==> src/design/etsp_pkg.sv <==
// Package for the EEPROM transfer splitter: sizes, status and register codes,
// the classified command type and the back-end state type.
// No dependencies; every other design file imports it.
package etsp_pkg;

   // Address space and request limits.
   localparam int ADDR_W      = 19;
   localparam int START_W     = 18;
   localparam int COUNT_W     = 13;
   localparam int STOP_W      = 20;
   localparam int WORD_W      = 16;
   localparam int OFFSET_W    = 12;
   localparam int DEV_W       = 8;
   localparam int STATUS_W    = 2;

   localparam int PAGE_BYTES  = 128;
   localparam int DIE_BYTES   = 65536;
   localparam int MAX_REQUEST = 4096;
   localparam int PAGE_LOG2   = $clog2(PAGE_BYTES);
   localparam int DIE_LOG2    = $clog2(DIE_BYTES);

   // At most this many chunks leave for one request.
   localparam int MAX_RESULTS = 33;
   localparam int CHUNK_CNT_W = $clog2(MAX_RESULTS);

   // Register file.
   localparam logic [ADDR_W-1:0] TOP_LIMIT_RESET   = 19'h3FFF0;
   localparam logic [DEV_W-1:0]  DEVICE_BASE_RESET = 8'hA0;
   localparam logic CSR_TOP_LIMIT   = 1'b0;
   localparam logic CSR_DEVICE_BASE = 1'b1;

   // Result status codes.
   localparam logic [STATUS_W-1:0] STATUS_OK     = 2'd0;
   localparam logic [STATUS_W-1:0] STATUS_RANGE  = 2'd1;
   localparam logic [STATUS_W-1:0] STATUS_LENGTH = 2'd2;

   // Command queue between the front and back ends.
   localparam int QUEUE_DEPTH = 2;
   localparam int QPTR_W      = $clog2(QUEUE_DEPTH);
   localparam int QCNT_W      = $clog2(QUEUE_DEPTH + 1);

   // A classified request as it waits in the queue.
   typedef struct packed {
      logic [STATUS_W-1:0] status;
      logic                is_write;
      logic [START_W-1:0]  start_addr;
      logic [ADDR_W-1:0]   end_addr;
   } chunk_cmd_type;

   typedef enum logic {
      BACK_IDLE,
      BACK_RUN
   } back_state_type;

   // I2C die select code for a die index; the index wraps over four dies.
   function automatic logic [DEV_W-1:0] die_code(input logic [1:0] die);
      logic [DEV_W-1:0] code;
      unique case (die)
         2'd0: code = 8'h08;
         2'd1: code = 8'h0A;
         2'd2: code = 8'h0C;
         default: code = 8'h0E;
      endcase
      return code;
   endfunction

endpackage

==> src/design/etsp_front.sv <==
// Front end of the EEPROM transfer splitter: register file and request
// classification (range and length checks). Depends on etsp_pkg.
module etsp_front (
   input  logic                            clock,
   input  logic                            reset,
   input  logic                            req_valid,
   output logic                            req_stall,
   input  logic                            req_opcode,
   input  logic [etsp_pkg::START_W-1:0]    req_start_address,
   input  logic [etsp_pkg::COUNT_W-1:0]    req_byte_count,
   input  logic                            csr_valid,
   output logic                            csr_ready,
   input  logic                            csr_index,
   input  logic [etsp_pkg::ADDR_W-1:0]     csr_wdata,
   output logic [etsp_pkg::DEV_W-1:0]      device_base,
   output logic                            push_valid,
   input  logic                            push_ready,
   output etsp_pkg::chunk_cmd_type         push_cmd
);
   import etsp_pkg::*;

   logic [ADDR_W-1:0] top_limit_ff, top_limit_in;
   logic [DEV_W-1:0]  device_base_ff, device_base_in;
   logic [ADDR_W-1:0] end_addr;

   // Register writes are always accepted.
   assign csr_ready = 1'b1;

   always_comb begin
      top_limit_in   = top_limit_ff;
      device_base_in = device_base_ff;
      if (csr_valid) begin
         unique case (csr_index)
            CSR_TOP_LIMIT:   top_limit_in = csr_wdata;
            CSR_DEVICE_BASE: device_base_in = csr_wdata[DEV_W-1:0];
            default: ;
         endcase
      end
   end

   always_ff @(posedge clock) begin
      if (reset) begin
         top_limit_ff   <= TOP_LIMIT_RESET;
         device_base_ff <= DEVICE_BASE_RESET;
      end else begin
         top_limit_ff   <= top_limit_in;
         device_base_ff <= device_base_in;
      end
   end

   assign device_base = device_base_ff;

   // Classify the incoming transaction; range beats length.
   assign end_addr = ADDR_W'(req_start_address) + ADDR_W'(req_byte_count);

   always_comb begin
      push_cmd.is_write   = req_opcode;
      push_cmd.start_addr = req_start_address;
      push_cmd.end_addr   = end_addr;
      if ((ADDR_W'(req_start_address) > top_limit_ff) || (end_addr > top_limit_ff)) begin
         push_cmd.status = STATUS_RANGE;
      end else if (req_byte_count > COUNT_W'(MAX_REQUEST)) begin
         push_cmd.status = STATUS_LENGTH;
      end else begin
         push_cmd.status = STATUS_OK;
      end
   end

   assign push_valid = req_valid;
   assign req_stall  = !push_ready;

endmodule

==> src/design/etsp_queue.sv <==
// Short command queue between the front and back ends of the splitter.
// Depends on etsp_pkg for the command type and depth.
module etsp_queue (
   input  logic                    clock,
   input  logic                    reset,
   input  logic                    push_valid,
   output logic                    push_ready,
   input  etsp_pkg::chunk_cmd_type push_cmd,
   output logic                    pop_valid,
   input  logic                    pop_take,
   output etsp_pkg::chunk_cmd_type pop_cmd
);
   import etsp_pkg::*;

   chunk_cmd_type     entries_ff [QUEUE_DEPTH];
   logic [QPTR_W-1:0] wr_ptr_ff, wr_ptr_in;
   logic [QPTR_W-1:0] rd_ptr_ff, rd_ptr_in;
   logic [QCNT_W-1:0] count_ff, count_in;
   logic              do_push, do_pop;

   assign push_ready = (count_ff != QCNT_W'(QUEUE_DEPTH));
   assign pop_valid  = (count_ff != '0);
   assign pop_cmd    = entries_ff[rd_ptr_ff];
   assign do_push    = push_valid && push_ready;
   assign do_pop     = pop_take && pop_valid;

   // Pointer and fill-count update.
   always_comb begin
      wr_ptr_in = wr_ptr_ff;
      rd_ptr_in = rd_ptr_ff;
      count_in  = count_ff;
      if (do_push) begin
         wr_ptr_in = (wr_ptr_ff == QPTR_W'(QUEUE_DEPTH - 1)) ? '0 : wr_ptr_ff + 1'b1;
      end
      if (do_pop) begin
         rd_ptr_in = (rd_ptr_ff == QPTR_W'(QUEUE_DEPTH - 1)) ? '0 : rd_ptr_ff + 1'b1;
      end
      if (do_push && !do_pop) begin
         count_in = count_ff + 1'b1;
      end else if (do_pop && !do_push) begin
         count_in = count_ff - 1'b1;
      end
   end

   always_ff @(posedge clock) begin
      if (reset) begin
         wr_ptr_ff <= '0;
         rd_ptr_ff <= '0;
         count_ff  <= '0;
      end else begin
         wr_ptr_ff <= wr_ptr_in;
         rd_ptr_ff <= rd_ptr_in;
         count_ff  <= count_in;
      end
   end

   // Entry storage needs no reset.
   always_ff @(posedge clock) begin
      if (do_push) begin
         entries_ff[wr_ptr_ff] <= push_cmd;
      end
   end

endmodule

==> src/design/etsp_back.sv <==
// Back end of the splitter: walks one request chunk by chunk and drives the
// registered result channel. Depends on etsp_pkg.
module etsp_back (
   input  logic                              clock,
   input  logic                              reset,
   input  logic [etsp_pkg::DEV_W-1:0]        device_base,
   input  logic                              pop_valid,
   output logic                              pop_take,
   input  etsp_pkg::chunk_cmd_type           pop_cmd,
   output logic                              rsp_valid,
   input  logic                              rsp_stall,
   output logic [etsp_pkg::STATUS_W-1:0]     rsp_status,
   output logic                              rsp_is_write,
   output logic [etsp_pkg::DEV_W-1:0]        rsp_device_address,
   output logic [etsp_pkg::WORD_W-1:0]       rsp_word_address,
   output logic [etsp_pkg::COUNT_W-1:0]      rsp_chunk_length,
   output logic [etsp_pkg::OFFSET_W-1:0]     rsp_buffer_offset,
   output logic                              rsp_last
);
   import etsp_pkg::*;

   back_state_type         state_ff, state_in;
   logic [ADDR_W-1:0]      cur_ff, cur_in;
   logic [START_W-1:0]     start_ff, start_in;
   logic [ADDR_W-1:0]      end_ff, end_in;
   logic                   wr_ff, wr_in;
   logic [CHUNK_CNT_W-1:0] n_ff, n_in;

   logic                   rsp_valid_ff, rsp_valid_in;
   logic [STATUS_W-1:0]    status_ff, status_in;
   logic                   is_write_ff, is_write_in;
   logic [DEV_W-1:0]       dev_ff, dev_in;
   logic [WORD_W-1:0]      word_ff, word_in;
   logic [COUNT_W-1:0]     len_ff, len_in;
   logic [OFFSET_W-1:0]    offset_ff, offset_in;
   logic                   last_ff, last_in;

   logic                   out_free;
   logic                   emit;
   logic [STOP_W-1:0]      cur_wide, end_wide, die_stop, page_stop, limit, stop;
   logic                   fin;

   assign out_free = !rsp_valid_ff || !rsp_stall;

   // Chunk boundary for the current address: die end, page end for writes,
   // then the end of the request.
   assign cur_wide  = STOP_W'(cur_ff);
   assign end_wide  = STOP_W'(end_ff);
   assign die_stop  = ((cur_wide >> DIE_LOG2) + 1'b1) << DIE_LOG2;
   assign page_stop = ((cur_wide >> PAGE_LOG2) + 1'b1) << PAGE_LOG2;
   assign limit     = (wr_ff && (page_stop < die_stop)) ? page_stop : die_stop;
   assign stop      = (end_wide < limit) ? end_wide : limit;
   assign fin       = (stop >= end_wide) || (n_ff == CHUNK_CNT_W'(MAX_RESULTS - 1));

   // Sequencer: take a command when idle, emit one chunk per free cycle.
   always_comb begin
      state_in    = state_ff;
      cur_in      = cur_ff;
      start_in    = start_ff;
      end_in      = end_ff;
      wr_in       = wr_ff;
      n_in        = n_ff;
      pop_take    = 1'b0;
      emit        = 1'b0;
      status_in   = status_ff;
      is_write_in = is_write_ff;
      dev_in      = dev_ff;
      word_in     = word_ff;
      len_in      = len_ff;
      offset_in   = offset_ff;
      last_in     = last_ff;
      unique case (state_ff)
         BACK_IDLE: begin
            if (pop_valid && out_free) begin
               pop_take = 1'b1;
               if (pop_cmd.status != STATUS_OK) begin
                  // A rejected transaction yields one final result with zero address, length and offset.
                  emit        = 1'b1;
                  status_in   = pop_cmd.status;
                  is_write_in = pop_cmd.is_write;
                  dev_in      = '0;
                  word_in     = '0;
                  len_in      = '0;
                  offset_in   = '0;
                  last_in     = 1'b1;
               end else begin
                  cur_in   = ADDR_W'(pop_cmd.start_addr);
                  start_in = pop_cmd.start_addr;
                  end_in   = pop_cmd.end_addr;
                  wr_in    = pop_cmd.is_write;
                  n_in     = '0;
                  state_in = BACK_RUN;
               end
            end
         end
         BACK_RUN: begin
            if (out_free) begin
               emit        = 1'b1;
               status_in   = STATUS_OK;
               is_write_in = wr_ff;
               dev_in      = device_base | die_code(cur_ff[DIE_LOG2+1:DIE_LOG2]);
               word_in     = WORD_W'(cur_ff & ADDR_W'(DIE_BYTES - 1));
               len_in      = COUNT_W'(stop - cur_wide);
               offset_in   = OFFSET_W'(cur_ff - ADDR_W'(start_ff));
               last_in     = fin;
               cur_in      = ADDR_W'(stop);
               n_in        = n_ff + 1'b1;
               if (fin) begin
                  state_in = BACK_IDLE;
               end
            end
         end
         default: state_in = BACK_IDLE;
      endcase
   end

   // The result register holds while the receiver stalls.
   assign rsp_valid_in = emit ? 1'b1 : (rsp_valid_ff && rsp_stall);

   always_ff @(posedge clock) begin
      if (reset) begin
         state_ff     <= BACK_IDLE;
         rsp_valid_ff <= 1'b0;
         n_ff         <= '0;
      end else begin
         state_ff     <= state_in;
         rsp_valid_ff <= rsp_valid_in;
         n_ff         <= n_in;
      end
   end

   always_ff @(posedge clock) begin
      cur_ff      <= cur_in;
      start_ff    <= start_in;
      end_ff      <= end_in;
      wr_ff       <= wr_in;
      status_ff   <= status_in;
      is_write_ff <= is_write_in;
      dev_ff      <= dev_in;
      word_ff     <= word_in;
      len_ff      <= len_in;
      offset_ff   <= offset_in;
      last_ff     <= last_in;
   end

   assign rsp_valid          = rsp_valid_ff;
   assign rsp_status         = status_ff;
   assign rsp_is_write       = is_write_ff;
   assign rsp_device_address = dev_ff;
   assign rsp_word_address   = word_ff;
   assign rsp_chunk_length   = len_ff;
   assign rsp_buffer_offset  = offset_ff;
   assign rsp_last           = last_ff;

endmodule

==> src/design/eeprom_transfer_splitter_top.sv <==
// EEPROM transfer splitter, top level: front end, command queue, back end.
// Depends on etsp_pkg, etsp_front, etsp_queue and etsp_back.
//
// Usage:
//   req_* carries one transfer transaction (read/write flag, linear start
//   address over four dies, byte count). It is taken when req_valid is high
//   and req_stall is low; the front end checks it against top_limit and the
//   maximum length and places it in a two-entry command queue.
//   rsp_* carries the results: one rejection result, or one chunk descriptor
//   per cycle while rsp_stall is low, none crossing a die end and, for writes, none crossing a
//   128-byte page. The final result of each transaction has rsp_last set.
//   csr_* writes top_limit (index 0) or device_base (index 1); csr_ready is
//   always high. Write registers only while the block is idle.
// Flow (back end idle): a rejection passes from the command queue straight
//   into the result register; a good transaction passes through the queue,
//   then loads the sequencer, and its first chunk then enters the result
//   register, followed by one chunk per cycle while rsp_stall is low. A write
//   yields up to 33 chunks; the sequencer sets the throughput.
// Reset clears the queue, the sequencer, the result valid and restores the
// register defaults. A stall on rsp_stall holds the result register; the
// queue still takes up to two more transactions before req_stall rises.
module eeprom_transfer_splitter_top (
   input  logic                              clock,
   input  logic                              reset,
   input  logic                              req_valid,
   output logic                              req_stall,
   input  logic                              req_opcode,
   input  logic [etsp_pkg::START_W-1:0]      req_start_address,
   input  logic [etsp_pkg::COUNT_W-1:0]      req_byte_count,
   output logic                              rsp_valid,
   input  logic                              rsp_stall,
   output logic [etsp_pkg::STATUS_W-1:0]     rsp_status,
   output logic                              rsp_is_write,
   output logic [etsp_pkg::DEV_W-1:0]        rsp_device_address,
   output logic [etsp_pkg::WORD_W-1:0]       rsp_word_address,
   output logic [etsp_pkg::COUNT_W-1:0]      rsp_chunk_length,
   output logic [etsp_pkg::OFFSET_W-1:0]     rsp_buffer_offset,
   output logic                              rsp_last,
   input  logic                              csr_valid,
   output logic                              csr_ready,
   input  logic                              csr_index,
   input  logic [etsp_pkg::ADDR_W-1:0]       csr_wdata
);
   import etsp_pkg::*;

   logic              push_valid, push_ready;
   chunk_cmd_type     push_cmd;
   logic              pop_valid, pop_take;
   chunk_cmd_type     pop_cmd;
   logic [DEV_W-1:0]  device_base;

   // Register file and classification.
   etsp_front u_front (
      .clock             (clock),
      .reset             (reset),
      .req_valid         (req_valid),
      .req_stall         (req_stall),
      .req_opcode        (req_opcode),
      .req_start_address (req_start_address),
      .req_byte_count    (req_byte_count),
      .csr_valid         (csr_valid),
      .csr_ready         (csr_ready),
      .csr_index         (csr_index),
      .csr_wdata         (csr_wdata),
      .device_base       (device_base),
      .push_valid        (push_valid),
      .push_ready        (push_ready),
      .push_cmd          (push_cmd)
   );

   // Decouples classification from chunk generation.
   etsp_queue u_queue (
      .clock      (clock),
      .reset      (reset),
      .push_valid (push_valid),
      .push_ready (push_ready),
      .push_cmd   (push_cmd),
      .pop_valid  (pop_valid),
      .pop_take   (pop_take),
      .pop_cmd    (pop_cmd)
   );

   // Chunk sequencer and result register.
   etsp_back u_back (
      .clock              (clock),
      .reset              (reset),
      .device_base        (device_base),
      .pop_valid          (pop_valid),
      .pop_take           (pop_take),
      .pop_cmd            (pop_cmd),
      .rsp_valid          (rsp_valid),
      .rsp_stall          (rsp_stall),
      .rsp_status         (rsp_status),
      .rsp_is_write       (rsp_is_write),
      .rsp_device_address (rsp_device_address),
      .rsp_word_address   (rsp_word_address),
      .rsp_chunk_length   (rsp_chunk_length),
      .rsp_buffer_offset  (rsp_buffer_offset),
      .rsp_last           (rsp_last)
   );

endmodule

==> config.mk <==
export PLATFORM = sky130hd
export DESIGN_NAME = eeprom_transfer_splitter_top
export DESIGN_NICKNAME = d
export VERILOG_FILES = /design/src/design/etsp_pkg.sv /design/src/design/etsp_front.sv /design/src/design/etsp_queue.sv /design/src/design/etsp_back.sv /design/src/design/eeprom_transfer_splitter_top.sv
export SDC_FILE = /design/constraint.sdc
export NUM_CORES = 1
export LEC_CHECK = 0
export BUFFER_PORTS_ARGS = -buffer_cell sky130_fd_sc_hd__buf_2
export CELL_PAD_IN_SITES_DETAIL_PLACEMENT = 0
export CELL_PAD_IN_SITES_GLOBAL_PLACEMENT = 1
export CORE_MARGIN = 1
export CORE_UTILIZATION = 48
export DETAILED_ROUTE_END_ITERATION = 8
export GPL_ROUTABILITY_DRIVEN = 0
export MAX_ROUTING_LAYER = met4
export PLACE_DENSITY_LB_ADDON = 0.1
export SYNTH_ARGS = -nofsm -noshare
export SYNTH_HDL_FRONTEND = slang
export SYNTH_HIERARCHICAL = 1
export SYNTH_SLANG_ARGS = --single-unit
==> constraint.sdc <==
create_clock -name clock -period 6.5 [get_ports clock]
set_clock_uncertainty 0.2 [all_clocks]
set_input_delay 0.975 -clock clock [delete_from_list [all_inputs] [get_ports clock]]
set_output_delay 0.975 -clock clock [all_outputs]
set_load 0.005 [all_outputs]
==> results.yml, run 1 <==
pwr:
  p_switching_mw: 2.114
  ir_drop_mv: 0.2219
  p_sw_share_pct: 35.35
  p_leak_nw: 5.657
  p_per_area_mw_per_mm2: 437.4
  power_frac_clock_pct: 21.9
  p_int_mw: 3.866
  pwr-share-seq_pct: 36.5
  pwr-share-comb_pct: 41.6
global_route:
  grt-busiest-layer: "met2"
  grt_pass1_wl_um: 39540
  use_met3_pct: 2.454
  antenna_found_initial: 0
  grt_pass1_vias: 7522
  use_met2_pct: 30.42
  grt_max_degree: 55
  use_met1_pct: 27.73
  grt_usage_pct: 19.86
  overflow: 0
setup_path:
  path_max_fanout: 7
  required_ns: 6.75
  critical_path.max_stage_delay_ns: 0.43
  arrival_ns: 6.30
  crit_top_cell: "ha_1"
  critPathLaunchType: "flip-flop"
  end_kind: "flip-flop"
  critPathSlowestCell: "edfxtp_1"
  path_class: "reg -> reg"
clock_tree:
  clock-root-buffer: "clkbuf_16"
  cts.htree.levels: 1
  numCtsBuffers: 25
  cts.sinks: 223
  ctsLongestPathBuffers: 3
  path_clk_slew_ns: 0.06
  clkLatencyLatePin_ns: 0.53
  cts_tree: "yes"
yosys:
  syn_area_mm2: 0.01205
  postSynthCellCount: 1063
  synth.avg_cell_area_um2: 11.33
  synth_warnings: 6
  syn_nets: 1229
cells_and_area:
  layout.nets: 1334
  num_antenna_cells: 0
  stdcell_count: 1511
  drive_gt1_share_pct: 21.15
  area.growth.synth_to_final_pct: 13.46
placed_design:
  hpwl_um: 18630
  pre_cts_ws_ns: 0.09426
  dp_cells: 1465
  io_buffers: 111
timing:
  fin_tns_setup_ns: 0
  timing.fmax_mhz: 165.2
  tightest_slew_ns: 1.013
  grt_setup_unrepaired: "false"
  finalWorstSetupSlack_ns: 0.4458
  maxSlewViolCount: 0
  setup_viol: 0
  period_share_pct: 93.14
  layout_min_cycle_time_ns: 6.054
  relSlewSlack_pct: 32.44
  hold_violations: 0
floorplanning:
  num_rows: 57
  die-area_mm2: 0.02574
  start_util_pct: 49.26
  dieHeight_um: 160.4
  core-area_mm2: 0.02446
  die-width_um: 160.4
  io_pins: 113
route:
  drc: 0
  wire_per_inst_um: 16.24
  vias_per_cell: 5.205
  vias: 7865
  drtAntennaViolNets: 0
  drt-total-wl_um: 24530
  drtIter0Drc: 383
  first_pass_iters: 5
min_path:
  min_path_type: "reg -> reg"
flow_run:
  maxCapViolations: 0
outcome:
  status: "finished, final reports clean"
==> repair_timing <==
action                                  in CTS  in global routing
buffers inserted                             0                  0
endpoints found under the hold margin        0                  0
endpoints found under the setup margin       0                  9
gates resized for setup                      0                  7
hold buffers                                 0                  0
==> sequential cells by signal, summed over array words and instances, names as in the netlist, 12 cells and up, named ones only <==
name,count
u_queue/entries_ff,80
u_back/cur_ff,19
u_back/end_ff,19
u_front/top_limit_ff,19
u_back/rsp_word_address,16
u_back/rsp_chunk_length,13
u_back/rsp_buffer_offset,12
u_back/start_ff,12
==> power groups by stage <==
stage	clock network [mW]	logic (mW)	registers, mW
after detailed placement	0	2.48	2.21
after global placement	0	2.48	2.21
final	1.31	2.49	2.18
after global routing	1.40	2.80	2.22
after floorplan	0	1.77	2.23
after CTS	1.34	2.49	2.19
==> final cells by class <==
type / instances / area (um2)
inverters: 87 / 326.6
clock inverters: 12 / 91.34
multi-input cells: 705 / 5184
fillers: 2125 / 10790
repair buffers: 126 / 668.1
well taps: 324 / 405.4
clock buffers: 34 / 689.4
flip-flops and latches: 223 / 6306
==> cells in the final DEF (no fill, tap or decap), drive strengths merged, types with 7 or more instances in the layout <==
| master | count |
|---|---|
| and3 | 9 |
| inv | 89 |
| nor2 | 114 |
| a31oi | 9 |
| nor3 | 18 |
| edfxtp | 184 |
| o21ai | 35 |
| a21o | 14 |
| a211o | 15 |
| o211ai | 7 |
| xnor2 | 25 |
| xor2 | 20 |
| and2 | 20 |
| buf | 126 |
| clkbuf | 34 |
| nand3 | 14 |
| nor2b | 15 |
| a21oi | 64 |
| nor4 | 8 |
| nand2b | 10 |
| dfxtp | 39 |
| ha | 106 |
| clkinv | 9 |
| nand2 | 55 |
| nand4 | 18 |
| or3 | 7 |
| mux2 | 59 |
==> worst max-delay path, delay by kind of cell (launching register included) <==
kind / cells / cell delay (ns)
flops: 1 / 0.43
buf+inv: 1 / 0.21
fa+ha+maj: 3 / 0.85
compound gates: 9 / 1.67
simple gates: 10 / 1.86
xor+xnor: 1 / 0.13
mux: 2 / 0.63
==> through the flow <==
stage | power (mW) | area [um2] | util [%] | hold WS, ns
final | 5.980 | 13670 | 55.88 | 0.2562
after CTS | 6.017 | 13650 | 55.79 | 0.2518
after global placement | 4.685 | 12870 | 52.60 | 0.2447
after global routing | 6.410 | 13670 | 55.88 | 0.2899
after floorplan | 4.002 | 12050 | - | 0.2064
after detailed placement | 4.693 | 12870 | 52.60 | 0.2435
==> metal layers <==
metal	up-vias	share of wire, %	routed length, um
met2	153	44	10670
met5	-	0	0
met4	0	2.8	684
met1	3647	50	12300
met3	40	3.6	874
li1	4025	-	-
==> final timing paths <==
kind	cells past startpoint	slack, ns	start	end
max	26	0.45	u_back/cur_ff[10]$_DFFE_PP_	u_back/state_ff$_SDFF_PP0_
max reg2reg	26	0.45	u_back/cur_ff[10]$_DFFE_PP_	u_back/state_ff$_SDFF_PP0_
min reg2reg	2	0.26	u_front/top_limit_ff[3]$_SDFFE_PP0P_	u_front/top_limit_ff[3]$_SDFFE_PP0P_
min	2	0.26	u_front/top_limit_ff[3]$_SDFFE_PP0P_	u_front/top_limit_ff[3]$_SDFFE_PP0P_
(Power assumes the default switching activity.)
==> run 2, diff against run 1 <==
--- a/config.mk
+++ b/config.mk
@@ -5,11 +5,12 @@
 export SDC_FILE = /design/constraint.sdc
 export NUM_CORES = 1
 export LEC_CHECK = 0
+export ABC_AREA = 1
 export BUFFER_PORTS_ARGS = -buffer_cell sky130_fd_sc_hd__buf_2
 export CELL_PAD_IN_SITES_DETAIL_PLACEMENT = 0
 export CELL_PAD_IN_SITES_GLOBAL_PLACEMENT = 1
 export CORE_MARGIN = 1
-export CORE_UTILIZATION = 48
+export CORE_UTILIZATION = 47
 export DETAILED_ROUTE_END_ITERATION = 8
 export GPL_ROUTABILITY_DRIVEN = 0
 export MAX_ROUTING_LAYER = met4
==> results.yml, run 2 <==
floorplanning:
  start_util_pct: 48.31
  die-width_um: 163.3
  die-area_mm2: 0.02668
  dieHeight_um: 163.3
  io_pins: 113
  core-area_mm2: 0.02533
  num_rows: 58
global_route:
  grt_pass1_vias: 8001
  grt_pass1_wl_um: 41500
  overflow: 0
  grt_max_degree: 64
  antenna_found_initial: 0
  grt_usage_pct: 20.58
pwr:
  pwr-share-seq_pct: 34.0
  power_mw: 6.720
  power_frac_clock_pct: 20.7
  p_per_area_mw_per_mm2: 486.5
  p_sw_share_pct: 39.47
  p_int_mw: 4.067
  p_switching_mw: 2.652
  ir_drop_mv: 0.2497
  p_leak_nw: 6.218
  pwr-share-comb_pct: 45.3
route:
  drt-total-wl_um: 25870
  met1_length_um: 12720
  wl_met3_um: 1062
  drtIter0Drc: 456
  drtAntennaViolNets: 0
  wire_per_inst_um: 15.29
  wl_met2_um: 11440
  vias: 8433
  drc: 0
  maxUsedRoutingLayer: "met4"
  vias_per_cell: 4.984
  first_pass_iters: 5
clock_tree:
  cts_setup_buffers: 0
  cts.htree.levels: 1
  cts_tree: "yes"
  clock-root-buffer: "clkbuf_16"
  numCtsBuffers: 24
  clkLatencyLatePin_ns: 0.52
  path_clk_slew_ns: 0.06
  cts_resized: 0
  ctsLongestPathBuffers: 3
  cts.sinks: 223
  ctsHoldBuffers: 0
timing:
  worst_hold_slack_ns: 0.2841
  hold_violations: 0
  timing.fmax_mhz: 171.4
  tightest_slew_ns: 1.146
  layout_min_cycle_time_ns: 5.834
  setup_viol: 0
  grt_setup_unrepaired: "false"
  fin_tns_setup_ns: 0
  period_share_pct: 89.76
  relSlewSlack_pct: 23.41
  maxSlewViolCount: 0
setup_path:
  critPathLaunchType: "flip-flop"
  path_class: "reg -> reg"
  required_ns: 6.57
  crit_top_cell: "nand2_1"
  arrival_ns: 5.90
  critical_path.max_stage_delay_ns: 0.39
  end_kind: "flip-flop"
  path_max_fanout: 12
  critPathSlowestCell: "edfxtp_1"
yosys:
  synth_warnings: 6
  syn_nets: 1409
  syn_area_mm2: 0.01224
  postSynthCellCount: 1243
  synth.avg_cell_area_um2: 9.844
placed_design:
  io_buffers: 111
  dp_cells: 1648
  hpwl_um: 19660
cells_and_area:
  final_cell_mix: "nand2_1 (242), edfxtp_1 (184), inv_1 (173), buf_2 (111), ha_1 (106)"
  area.growth.synth_to_final_pct: 12.87
  num-fill-cells: 2339
  largest_reg_flops: 80
  layout.nets: 1510
  stdcell_count: 1692
  drive_gt1_share_pct: 18.14
  top_register: "u_queue/entries_ff"
  layout_commonest_cell: "nand2_1"
  num_antenna_cells: 0
min_path:
  min_path_type: "reg -> reg"
flow_run:
  maxCapViolations: 0
outcome:
  status: "finished, final reports clean"
[run 2: final timing paths]
check | startpoint | end | slack, ns | cells past startpoint
hold reg to reg | u_front/device_base[4]$_SDFFE_PP0P_ | u_front/device_base[4]$_SDFFE_PP0P_ | 0.28 | 2
setup reg to reg | u_back/cur_ff[7]$_DFFE_PP_ | u_back/rsp_chunk_length[12]$_SDFFCE_PN0P_ | 0.67 | 36
hold / removal | u_front/device_base[4]$_SDFFE_PP0P_ | u_front/device_base[4]$_SDFFE_PP0P_ | 0.28 | 2
setup / recovery | u_back/cur_ff[7]$_DFFE_PP_ | u_back/rsp_chunk_length[12]$_SDFFCE_PN0P_ | 0.67 | 36
[run 2: through the flow]
step | utilization (%) | worst slack [ns] | instance area [um2]
detailed placement | 51.28 | 0.2984 | 12990
global placement | 51.28 | 0.4474 | 12990
finish | 54.53 | 0.6658 | 13810
floorplan | - | 0.8578 | 12240
CTS | 54.48 | 0.3086 | 13800
global route | 54.53 | 0.005347 | 13810
[run 2: layout make-up]
cell class	instances	area (um2)	area share, %
Clock buffer	32	673.1	4.874
Inverter	176	660.6	4.783
Clock inverter	12	137.6	0.9966
Timing Repair Buffer	118	608.1	4.403
Tap cell	330	412.9	2.990
Multi-Input combinational cell	801	5011	36.28
Sequential cell	223	6307	45.67
[run 2: metal layers]
| metal | vias up | GRT usage, % |
|---|---|---|
| met3 | 34 | 2.539 |
| met4 | 0 | 6.330 |
| met5 | - | - |
| li1 | 4400 | - |
| met1 | 3831 | 28.46 |
| met2 | 168 | 31.53 |
[run 2: worst max-delay path, delay by kind of cell, from the launching register on]
kind / cells / cell delay, ns
buffers and inverters: 4 / 0.31
AO/OA/AOI/OAI: 10 / 1.65
AND/OR/NAND/NOR: 18 / 1.97
multiplexers: 1 / 0.24
adder cells (fa/ha/maj): 3 / 0.81
flip-flops: 1 / 0.39
[run 2: power groups by stage]
stage	Clock [mW]	Sequential [mW]	Combinational [mW]
global placement	0	2.31	3.02
global route	1.47	2.33	3.50
CTS	1.43	2.29	3.06
detailed placement	0	2.32	3.04
floorplan	0	2.34	2.24
finish	1.39	2.29	3.04
==> run 3, diff against run 2 <==
--- a/config.mk
+++ b/config.mk
@@ -10,11 +10,12 @@
 export CELL_PAD_IN_SITES_DETAIL_PLACEMENT = 0
 export CELL_PAD_IN_SITES_GLOBAL_PLACEMENT = 1
 export CORE_MARGIN = 1
-export CORE_UTILIZATION = 47
+export CORE_UTILIZATION = 40
 export DETAILED_ROUTE_END_ITERATION = 8
 export GPL_ROUTABILITY_DRIVEN = 0
 export MAX_ROUTING_LAYER = met4
 export PLACE_DENSITY_LB_ADDON = 0.1
+export SLEW_MARGIN = 20
 export SYNTH_ARGS = -nofsm -noshare
 export SYNTH_HDL_FRONTEND = slang
 export SYNTH_HIERARCHICAL = 1
==> results.yml, run 3 (same netlist as run 2, synthesis figures left out) <==
route:
  drtAntennaViolNets: 0
  vias_per_cell: 4.785
  drc: 0
  wire_per_inst_um: 15.45
  first_pass_iters: 5
  drt-total-wl_um: 27220
  drtIter0Drc: 436
  vias: 8426
global_route:
  grt_pass1_vias: 8192
  grt_max_degree: 64
  grt_usage_pct: 18.43
  antenna_found_initial: 0
  grt_pass1_wl_um: 43780
  overflow: 0
clock_tree:
  ctsLongestPathBuffers: 3
  clock-root-buffer: "clkbuf_16"
  ctsHoldBuffers: 0
  cts.sinks: 223
  cts.htree.levels: 1
  numCtsBuffers: 25
  path_clk_slew_ns: 0.06
  clkLatencyLatePin_ns: 0.53
  cts_tree: "yes"
setup_path:
  critPathSlowestCell: "edfxtp_1"
  critical_path.max_stage_delay_ns: 0.38
  path_max_fanout: 12
  path_class: "reg -> reg"
  required_ns: 6.59
  end_kind: "flip-flop"
  critPathLaunchType: "flip-flop"
  arrival_ns: 5.87
  crit_top_cell: "nand2_1"
floorplanning:
  die-width_um: 176.9
  num_rows: 63
  dieHeight_um: 176.9
  die-area_mm2: 0.03129
  core-area_mm2: 0.02987
  start_util_pct: 40.96
  io_pins: 113
pwr:
  p_int_mw: 4.313
  p_leak_nw: 6.331
  pwr-share-comb_pct: 44.3
  p_per_area_mw_per_mm2: 497.6
  p_sw_share_pct: 38.52
  power_mw: 7.015
  p_switching_mw: 2.702
  ir_drop_mv: 0.2289
  power_frac_clock_pct: 23.2
  pwr-share-seq_pct: 32.5
placed_design:
  dpl_cell_area_mm2: 0.01309
  io_buffers: 111
  hpwl_um: 20570
timing:
  maxSlewViolCount: 0
  layout_min_cycle_time_ns: 5.782
  timing.fmax_mhz: 172.9
  tightest_slew_ns: 0.9927
  setup_viol: 0
  fin_tns_setup_ns: 0
  hold_violations: 0
  period_share_pct: 88.96
  relSlewSlack_pct: 33.75
cells_and_area:
  largest_reg_flops: 80
  drive_gt1_share_pct: 19.04
  num_antenna_cells: 0
  final_area_mm2: 0.01410
  final_cell_mix: "nand2_1 (241), edfxtp_1 (184), inv_1 (173), buf_2 (111), ha_1 (106)"
  top_register: "u_queue/entries_ff"
  layout_commonest_cell: "nand2_1"
  layout.nets: 1519
  area.growth.synth_to_final_pct: 15.22
outcome:
  status: "finished, final reports clean"
flow_run:
  maxCapViolations: 0
min_path:
  min_path_type: "reg -> reg"
==> run 3: per-layer routing <==
| metal | global-route usage (%) | up-vias | wire [um] |
|---|---|---|---|
| met5 | - | - | 0 |
| met4 | 3.807 | 0 | 429 |
| met3 | 2.234 | 32 | 1062 |
| met2 | 28.61 | 158 | 12120 |
| met1 | 25.86 | 3824 | 13600 |
| li1 | - | 4412 | - |
==> run 3: cell type report <==
type,instances,area (um2)
clock inverters,19,322.8
fillers,2843,15780
flip-flops and latches,223,6307
repair buffers,126,668.1
inverters,176,660.6
clock buffers,26,629.4
well taps,390,488.0
multi-input cells,801,5021
==> run 3: path summary, 6_finish.rpt <==
check / from / endpoint / slack [ns] / cells after the start
hold / removal: u_front/device_base[7]$_SDFFE_PP1P_ / u_front/device_base[7]$_SDFFE_PP1P_ / 0.28 / 2
setup / recovery: u_back/cur_ff[7]$_DFFE_PP_ / u_back/rsp_chunk_length[12]$_SDFFCE_PN0P_ / 0.72 / 37
setup reg to reg: u_back/cur_ff[7]$_DFFE_PP_ / u_back/rsp_chunk_length[12]$_SDFFCE_PN0P_ / 0.72 / 37
hold reg to reg: u_front/device_base[7]$_SDFFE_PP1P_ / u_front/device_base[7]$_SDFFE_PP1P_ / 0.28 / 2
==> run 3: through the flow <==
stage	setup WS (ns)	hold WS [ns]	util [%]	cells
2_1_floorplan	0.8578	0.2064	-	1243
3_3_place_gp	0.4143	0.2629	43.80	1711
3_5_place_dp	0.2048	0.2640	43.80	1711
4_1_cts	0.1930	0.2820	46.99	1756
5_1_grt	-0.005661	0.3004	47.19	1761
6_report	0.7179	0.2796	47.19	1761
==> run 3: worst max-delay path: cells and delay by family, from the launching register on <==
family          cells  cell delay [ns]
compound gates     12             1.94
simple gates       17             1.59
fa+ha+maj           3             0.88
flops               1             0.38
buf+inv             4             0.31
mux                 1             0.24
==> run 3: what timing repair did <==
action	CTS	global route
setup buffers	0	5
resized for setup	0	6
endpoints found under the setup margin	0	8
==> run 3: power groups by stage <==
| stage | logic [mW] | registers [mW] | clock network (mW) |
|---|---|---|---|
| detailed placement | 3.09 | 2.32 | 0 |
| global route | 3.62 | 2.33 | 1.72 |
| finish | 3.11 | 2.28 | 1.63 |
| global placement | 3.08 | 2.31 | 0 |
| CTS | 3.10 | 2.29 | 1.67 |
| floorplan | 2.24 | 2.34 | 0 |
